**src/sv/bcd_pkg.sv**
```systemverilog
package bcd_pkg;

  // configuration register indexes
  typedef enum logic {
    REG_BLOCK_FORMAT = 1'b0,
    REG_BYTE_SWAP    = 1'b1
  } reg_idx_e;

  localparam int unsigned TEXEL_W = 32;

  // Decoded block: the format flag, the color palette, the alpha ramp and the raw index bits.
  typedef struct packed {
    logic                        bc3;
    logic [3:0][TEXEL_W-1:0]     pal;
    logic [7:0][7:0]             alpha;
    logic [31:0]                 cidx;
    logic [47:0]                 aidx;
  } blk_t;

  function automatic logic [7:0] widen5(input logic [4:0] v);
    return {v, v[4:2]};
  endfunction

  function automatic logic [7:0] widen6(input logic [5:0] v);
    return {v, v[5:4]};
  endfunction

  // x / 3 for x < 768: multiply by ceil(2^12 / 3)
  function automatic logic [7:0] div3(input logic [9:0] x);
    logic [21:0] p;
    p = 22'(x) * 22'd1366;
    return p[19:12];
  endfunction

  // x / 5 for x <= 1275: multiply by ceil(2^13 / 5)
  function automatic logic [7:0] div5(input logic [10:0] x);
    logic [21:0] p;
    p = 22'(x) * 22'd1639;
    return p[20:13];
  endfunction

  // x / 7 for x <= 1785: multiply by ceil(2^14 / 7)
  function automatic logic [7:0] div7(input logic [10:0] x);
    logic [22:0] p;
    p = 23'(x) * 23'd2341;
    return p[21:14];
  endfunction

endpackage

```
**src/sv/bcd_palette.sv**
```systemverilog
module bcd_palette (
  input  logic [63:0]       h0_i,
  input  logic [63:0]       h1_i,
  input  logic              bc3_i,
  output bcd_pkg::blk_t     blk_o
);

  logic [63:0]     cblk;
  logic [15:0]     c0, c1;
  logic [2:0][7:0] e0, e1;
  logic            four;
  logic [7:0]      a0, a1;
  logic [9:0]      s20, s02;
  logic [8:0]      s11;
  logic [10:0]     x7, x5;

  assign cblk = bc3_i ? h1_i : h0_i;
  assign c0   = cblk[15:0];
  assign c1   = cblk[31:16];
  assign four = bc3_i || (c0 > c1);
  assign a0   = h0_i[7:0];
  assign a1   = h0_i[15:8];

  // endpoint channels: index 0 red, 1 green, 2 blue
  assign e0[0] = bcd_pkg::widen5(c0[15:11]);
  assign e0[1] = bcd_pkg::widen6(c0[10:5]);
  assign e0[2] = bcd_pkg::widen5(c0[4:0]);
  assign e1[0] = bcd_pkg::widen5(c1[15:11]);
  assign e1[1] = bcd_pkg::widen6(c1[10:5]);
  assign e1[2] = bcd_pkg::widen5(c1[4:0]);

  always_comb begin
    blk_o.bc3  = bc3_i;
    blk_o.cidx = cblk[63:32];
    blk_o.aidx = h0_i[63:16];
    blk_o.pal[0] = {8'hff, e0[2], e0[1], e0[0]};
    blk_o.pal[1] = {8'hff, e1[2], e1[1], e1[0]};
    blk_o.pal[2] = 32'hff00_0000;
    blk_o.pal[3] = four ? 32'hff00_0000 : 32'h0;
    s20 = '0;
    s02 = '0;
    s11 = '0;
    for (int k = 0; k < 3; k++) begin
      s20 = {1'b0, e0[k], 1'b0} + 10'(e1[k]);
      s02 = 10'(e0[k]) + {1'b0, e1[k], 1'b0};
      s11 = 9'(e0[k]) + 9'(e1[k]);
      if (four) begin
        blk_o.pal[2][8*k +: 8] = bcd_pkg::div3(s20);
        blk_o.pal[3][8*k +: 8] = bcd_pkg::div3(s02);
      end else begin
        blk_o.pal[2][8*k +: 8] = s11[8:1];
      end
    end

    // alpha ramp: eight levels when a0 > a1, else six plus 0 and 255
    blk_o.alpha[0] = a0;
    blk_o.alpha[1] = a1;
    x7 = '0;
    x5 = '0;
    for (int k = 1; k < 7; k++) begin
      x7 = 11'(7 - k) * 11'(a0) + 11'(k) * 11'(a1);
      blk_o.alpha[k+1] = bcd_pkg::div7(x7);
    end
    if (!(a0 > a1)) begin
      for (int k = 1; k < 5; k++) begin
        x5 = 11'(5 - k) * 11'(a0) + 11'(k) * 11'(a1);
        blk_o.alpha[k+1] = bcd_pkg::div5(x5);
      end
      blk_o.alpha[6] = 8'h00;
      blk_o.alpha[7] = 8'hff;
    end
  end

endmodule

```
**src/sv/bcd_row_emit.sv**
```systemverilog
module bcd_row_emit (
  input  logic              clk_i,
  input  logic              rst_ni,
  input  logic              blk_valid_i,
  input  bcd_pkg::blk_t     blk_i,
  output logic              blk_ready_o,
  output logic              out_valid_o,
  input  logic              out_ready_i,
  output logic [1:0]        row_o,
  output logic [31:0]       texel0_o,
  output logic [31:0]       texel1_o,
  output logic [31:0]       texel2_o,
  output logic [31:0]       texel3_o,
  output logic              last_o
);

  bcd_pkg::blk_t    blk_q;
  logic             blk_valid_q, blk_valid_d;
  logic [1:0]       row_q, row_d;
  logic             out_valid_q, out_valid_d;
  logic [1:0]       out_row_q;
  logic [3:0][31:0] tex_q, tex_d;
  logic             blk_load, c_load;
  logic [7:0]       cbits;
  logic [11:0]      abits;

  assign c_load      = blk_valid_q && (!out_valid_q || out_ready_i);
  assign blk_ready_o = !blk_valid_q || (c_load && row_q == 2'd3);
  assign blk_load    = blk_valid_i && blk_ready_o;

  always_comb begin
    blk_valid_d = blk_valid_q;
    row_d       = row_q;
    out_valid_d = out_valid_q;
    if (blk_load) begin
      blk_valid_d = 1'b1;
      row_d       = 2'd0;
    end else if (c_load) begin
      blk_valid_d = (row_q != 2'd3);
      row_d       = row_q + 2'd1;
    end
    if (c_load) begin
      out_valid_d = 1'b1;
    end else if (out_ready_i) begin
      out_valid_d = 1'b0;
    end
  end

  // select this row's index bits and look up four texels
  assign cbits = blk_q.cidx[{row_q, 3'b000} +: 8];
  assign abits = blk_q.aidx[6'(row_q) * 6'd12 +: 12];

  always_comb begin
    for (int c = 0; c < 4; c++) begin
      tex_d[c] = blk_q.pal[cbits[2*c +: 2]];
      if (blk_q.bc3) begin
        tex_d[c][31:24] = blk_q.alpha[abits[3*c +: 3]];
      end
    end
  end

  always_ff @(posedge clk_i or negedge rst_ni) begin
    if (!rst_ni) begin
      blk_valid_q <= 1'b0;
      row_q       <= 2'd0;
      out_valid_q <= 1'b0;
    end else begin
      blk_valid_q <= blk_valid_d;
      row_q       <= row_d;
      out_valid_q <= out_valid_d;
    end
  end

  always_ff @(posedge clk_i) begin
    if (blk_load) begin
      blk_q <= blk_i;
    end
    if (c_load) begin
      tex_q     <= tex_d;
      out_row_q <= row_q;
    end
  end

  assign out_valid_o = out_valid_q;
  assign row_o       = out_row_q;
  assign last_o      = (out_row_q == 2'd3);
  assign texel0_o    = tex_q[0];
  assign texel1_o    = tex_q[1];
  assign texel2_o    = tex_q[2];
  assign texel3_o    = tex_q[3];

  // a row taken that is not the last is followed at once by the next row
  a_row_next: assert property (@(posedge clk_i) disable iff (!rst_ni)
    out_valid_q && out_ready_i && out_row_q != 2'd3
    |=> out_valid_q && out_row_q == $past(out_row_q) + 2'd1)
    else $error("next row of block not presented");

  // a held block never leaves the output register empty
  a_no_bubble: assert property (@(posedge clk_i) disable iff (!rst_ni)
    blk_valid_q && !out_valid_q |=> out_valid_q)
    else $error("bubble while block is pending");

  // a new block replaces a held one only as its fourth row is loaded into the output register
  a_replace: assert property (@(posedge clk_i) disable iff (!rst_ni)
    blk_load && blk_valid_q |-> row_q == 2'd3 && c_load)
    else $error("block overwritten before all rows sent");

endmodule

```
**src/sv/bc1_bc3_block_decoder.sv**
```systemverilog
// BC1 / BC3 (DXT1 / DXT5) block decoder. Each input word is one compressed
// 4x4 block: first_half_i holds bytes 0..7 (the BC1 color block, or the BC3
// alpha block), second_half_i holds bytes 8..15 (the BC3 color block, ignored
// for BC1). Each block comes out as four output words, rows 0..3 in order,
// each carrying four RGBA texels (red 7..0, green 15..8, blue 23..16,
// alpha 31..24); last_o marks row 3. The output port moves one row per cycle
// while out_ready_i is high and a block is held; the row emitter is the pacing
// unit. The first row reaches the output through the input register, which
// loads as its block is accepted, then the decoded-block register and then the
// output register. The input register frees as soon as the decoded-block
// register takes its contents, so the next block is accepted while rows of the
// current one are still going out. Configuration: register 0 (block_format)
// selects BC1 (0) or BC3 (1); register 1 (byte_swap) exchanges the two bytes
// of every 16-bit word of the block.
// Write configuration only while the decoder is idle.
module bc1_bc3_block_decoder (
  input  logic        clk_i,
  input  logic        rst_ni,
  input  logic        cfg_we_i,
  input  logic        cfg_index_i,
  input  logic        cfg_data_i,
  input  logic        in_valid_i,
  output logic        in_ready_o,
  input  logic [63:0] first_half_i,
  input  logic [63:0] second_half_i,
  output logic        out_valid_o,
  input  logic        out_ready_i,
  output logic [1:0]  row_o,
  output logic [31:0] texel0_o,
  output logic [31:0] texel1_o,
  output logic [31:0] texel2_o,
  output logic [31:0] texel3_o,
  output logic        last_o
);

  localparam logic [63:0] LoByteMask = 64'h00ff_00ff_00ff_00ff;

  logic          fmt_q, swap_q;
  logic          in_valid_q, in_valid_d;
  logic [63:0]   h0_q, h1_q;
  logic [63:0]   h0_sw, h1_sw;
  logic          blk_ready;
  logic          in_load;
  bcd_pkg::blk_t blk;

  // Configuration registers: write at once, drop writes to unknown indexes.
  always_ff @(posedge clk_i or negedge rst_ni) begin
    if (!rst_ni) begin
      fmt_q  <= 1'b0;
      swap_q <= 1'b0;
    end else if (cfg_we_i) begin
      case (bcd_pkg::reg_idx_e'(cfg_index_i))
        bcd_pkg::REG_BLOCK_FORMAT: fmt_q  <= cfg_data_i;
        bcd_pkg::REG_BYTE_SWAP:    swap_q <= cfg_data_i;
        default: ;
      endcase
    end
  end

  // Exchange bytes within each 16-bit word for big-endian blocks.
  assign h0_sw = swap_q ? (((first_half_i >> 8) & LoByteMask) |
                           ((first_half_i & LoByteMask) << 8)) : first_half_i;
  assign h1_sw = swap_q ? (((second_half_i >> 8) & LoByteMask) |
                           ((second_half_i & LoByteMask) << 8)) : second_half_i;

  // Input register: free when empty or when its block moves on this cycle.
  assign in_ready_o = !in_valid_q || blk_ready;
  assign in_load    = in_valid_i && in_ready_o;

  always_comb begin
    in_valid_d = in_valid_q;
    if (in_load) begin
      in_valid_d = 1'b1;
    end else if (blk_ready) begin
      in_valid_d = 1'b0;
    end
  end

  always_ff @(posedge clk_i or negedge rst_ni) begin
    if (!rst_ni) begin
      in_valid_q <= 1'b0;
    end else begin
      in_valid_q <= in_valid_d;
    end
  end

  always_ff @(posedge clk_i) begin
    if (in_load) begin
      h0_q <= h0_sw;
      h1_q <= h1_sw;
    end
  end

  // Build the color palette and the alpha ramp in one pass.
  bcd_palette u_palette (
    .h0_i  (h0_q),
    .h1_i  (h1_q),
    .bc3_i (fmt_q),
    .blk_o (blk)
  );

  // Hold the decoded block and advance one row per output word.
  bcd_row_emit u_row_emit (
    .clk_i       (clk_i),
    .rst_ni      (rst_ni),
    .blk_valid_i (in_valid_q),
    .blk_i       (blk),
    .blk_ready_o (blk_ready),
    .out_valid_o (out_valid_o),
    .out_ready_i (out_ready_i),
    .row_o       (row_o),
    .texel0_o    (texel0_o),
    .texel1_o    (texel1_o),
    .texel2_o    (texel2_o),
    .texel3_o    (texel3_o),
    .last_o      (last_o)
  );

endmodule
```
**config.mk**
```make
export PLATFORM = sky130hd
export DESIGN_NAME = bc1_bc3_block_decoder
export DESIGN_NICKNAME = d
export VERILOG_FILES = /design/src/sv/bcd_pkg.sv /design/src/sv/bcd_palette.sv /design/src/sv/bcd_row_emit.sv /design/src/sv/bc1_bc3_block_decoder.sv
export SDC_FILE = /design/constraint.sdc
export NUM_CORES = 2
export LEC_CHECK = 0
export ABC_AREA = 1
export BUFFER_PORTS_ARGS = -buffer_cell sky130_fd_sc_hd__buf_2
export CORE_ASPECT_RATIO = 1.5
export CORE_UTILIZATION = 50
export DETAILED_ROUTE_END_ITERATION = 6
export PLACE_DENSITY_LB_ADDON = 0.25
export SLEW_MARGIN = 20
export SYNTH_ARGS = -nofsm -noshare
export SYNTH_HDL_FRONTEND = slang
export SYNTH_HIERARCHICAL = 1
export SYNTH_SLANG_ARGS = --single-unit
```
**constraint.sdc**
```tcl
create_clock -name clk_i -period 16.3 [get_ports clk_i]
set_input_delay 3.26 -clock clk_i [delete_from_list [all_inputs] [get_ports clk_i]]
set_output_delay 3.26 -clock clk_i [all_outputs]
set_load 0.005 [all_outputs]
```
==> out/results.ini <==
[critical_path]
cp_data_arrival_time_ns=8.31
setup.worst_path.class=reg2reg
startpoint_type=flip-flop
crit_family=adder cells
cp_num_buf_inv=5
cp_slowest_cell=edfxtp_1
cpMostUsedCell=inv_1
end_kind=flip-flop
required_ns=16.71
cp_max_fo=13
cp_slowest_stage_delay_ns=0.92

[grt]
grt_max_degree=118
antenna_found_initial=14
track_usage_pct=31.7
grt_overflow=0
grt_pass1_vias=55100
grt_pass1_wl_um=319000

[placement]
pre_cts_ws_ns=8.49
io_buffers=267
dp_hpwl_um=172000
routabilityCongestion=0.977

[cts]
cts.sinks=538
tritoncts=done
htreeDepth=2
clockBufferDepth=3
clk_pin_slew_ns=0.06
cts-root-buf=clkbuf_16
numCtsBuffers=58
postCtsResizedCells=0
post_cts_buffers=0
insertion_delay_ns=0.69
cts_hold_buf=0

[yosys]
syn_area_per_cell_um2=8.37
synth_edf_count=531
yosys.area_share.adder_pct=34.0
synth_compound_area_share_pct=11.2
ys_ff_latch=538
yosysMostFrequentCell=nand2_1
synth.cell_area_um2=65300
synth_area_leaders=edfxtp_1 24%, ha_1 22%, fa_1 12%
synth_area_leader_cell=edfxtp_1
syn_inst=7804
synth_warnings=6
synth.area.mux_share_pct=0
yosys.area_share.simple_pct=17.4
synth_top_family_by_area=adder cells
ys_top_cells_by_count=1483 x nand2_1, 1165 x inv_1, 1156 x ha_1, 651 x a21oi_1, 570 x nand3_1
synth_cell_type_count=56
yosys.area.top_type_share_pct=24.4
async_flop_share_pct=1.30
synth_xor_area_share_pct=2.82
synth-main-ff-cell=edfxtp_1
ys_seq_area_share_pct=24.7

[sta]
clock_skew_ns=0.0406
slew_headroom_pct=27.2
fmax_mhz=127
timing.final.crit_period_ns=7.90
worst_slack_ns=8.40
setup_viol=0
finalSetupTns_ns=0
hold_viol_final=0
rsz0062_at_grt=no
drv_slew=0
finalCritPeriodShare_pct=48.5
tightest_slew_ns=1.09

[detailed_routing]
viasPerCell=5.70
drt-total-wl_um=213000
wl_per_cell_um=22.0
vias=55200
drtPass1Iterations=7
antenna_left=0
drc=0
drt_iter0_markers=4279

[floorplanning]
die_w_um=297
rows=162
core_um2=130000
dieArea_um2=132000
io_pins=268
die_h_um=445
initial_utilization_pct=50.3

[min_path]
min_path_type=reg2reg

[status]
outcome=complete, no violations

[finish]
drive_gt1_share_pct=6.64
synthToLayoutAreaGrowth_pct=6.16
nets=9574

[run]
max-cap-violations=0

[cells by family (layout without fill, tap and decap cells)]
kind of cell    count (synthesis)  after routing
flops                         538            538
buf+inv                      1489           1610
xor+xnor                      210            210
other cells                     1             36
simple gates                 2694           2694
compound gates               1331           1331
fa+ha+maj                    1541           1541
[state kept, by name (all words and copies together), names as in the netlist]
register and cells:
u_row_emit/blk_valid_q 1, u_row_emit/texel2_o 32, u_row_emit/blk_q 273, u_row_emit/texel1_o 32, h1_q 64, u_row_emit/texel3_o 32
u_row_emit/row_q 2, in_valid_q 1, fmt_q 1, h0_q 64, swap_q 1, u_row_emit/texel0_o 32
u_row_emit/out_valid_o 1, u_row_emit/row_o 2
[final timing paths]
path                                    startpoint                               to  slack (ns)  cells after the start
worst max-delay path             h0_q[2]$_DFFE_PP_  u_row_emit/blk_q[111]$_DFFE_PP_        8.40                     28
worst min-delay path            h0_q[53]$_DFFE_PP_   u_row_emit/blk_q[37]$_DFFE_PP_        0.44                      0
worst max register to register   h0_q[2]$_DFFE_PP_  u_row_emit/blk_q[111]$_DFFE_PP_        8.40                     28
worst min register to register  h0_q[53]$_DFFE_PP_   u_row_emit/blk_q[37]$_DFFE_PP_        0.44                      0
max in group asynchronous                   rst_ni               swap_q$_DFFE_PN0P_       13.65                      1
min in group asynchronous                   rst_ni                fmt_q$_DFFE_PN0P_        2.43                      1
[metal layers]
| metal | wire length [um] | vias to the layer above | global-route usage, % |
|---|---|---|---|
| li1 | - | 26300 | - |
| met1 | 75400 | 26200 | 33.4 |
| met2 | 110000 | 2073 | 58.3 |
| met3 | 10900 | 652 | 3.54 |
| met4 | 17300 | 2 | 22.9 |
| met5 | 13 | - | 0 |
[cell type report]
type                            instances  area, um2
Fill cell                           12300      60400
Multi-Input combinational cell       5800      42900
Sequential cell                       538      16100
Inverter                             1178       4430
Tap cell                             1722       2150
Timing Repair Buffer                  322       1770
Clock buffer                           70       1530
Clock inverter                         40        428
Antenna cell                           12       30.0
[through the flow]
stage | utilization, % | cells | instance area [um2] | hold WS, ns
final | 53.4 | 9682 | 69300 | 0.442
after global routing | 53.4 | 9679 | 69300 | 0.456
after CTS | 53.4 | 9669 | 69300 | 0.446
after detailed placement | 51.9 | 9559 | 67300 | 0.432
after global placement | 51.9 | 9559 | 67300 | 0.436
after floorplan | - | 7827 | 65400 | 0.447
[cell usage in the layout, fill, tap and decap left out, types with 6 or more instances in the layout]
cell / netlist / layout
edfxtp_1: 531 / 531
o31ai_1: 12 / 12
nand2_1: 1483 / 1483
or2_2: 18 / 18
o211ai_1: 74 / 74
o21ai_1: 28 / 28
nand3b_1: 13 / 13
fa_1: 385 / 385
clkbuf_16: 0 / 58
nand3_1: 570 / 570
nand4_1: 50 / 50
clkbuf_1: 25 / 9
inv_2: 12 / 12
xnor2_1: 81 / 81
clkinv_2: 0 / 8
nor2_1: 440 / 439
clkinv_1: 0 / 6
o21ai_0: 398 / 398
buf_4: 153 / 54
diode_2: 0 / 12
nand2_2: 30 / 26
nand3_2: 14 / 14
inv_6: 0 / 8
conb_1: 1 / 24
xor2_1: 129 / 129
a21oi_1: 651 / 650
buf_2: 109 / 267
a21o_1: 39 / 39
nor4_1: 22 / 22
o21bai_1: 37 / 37
inv_1: 1165 / 1164
a31oi_1: 16 / 16
o21a_1: 12 / 12
a221oi_1: 8 / 8
ha_1: 1156 / 1156
o21ai_2: 17 / 17
a211oi_1: 16 / 16
nor3_1: 44 / 44
Power is left out: the tool's default activity adds up to more than one toggle a clock period on the data nets, which glitch-free logic cannot reach.
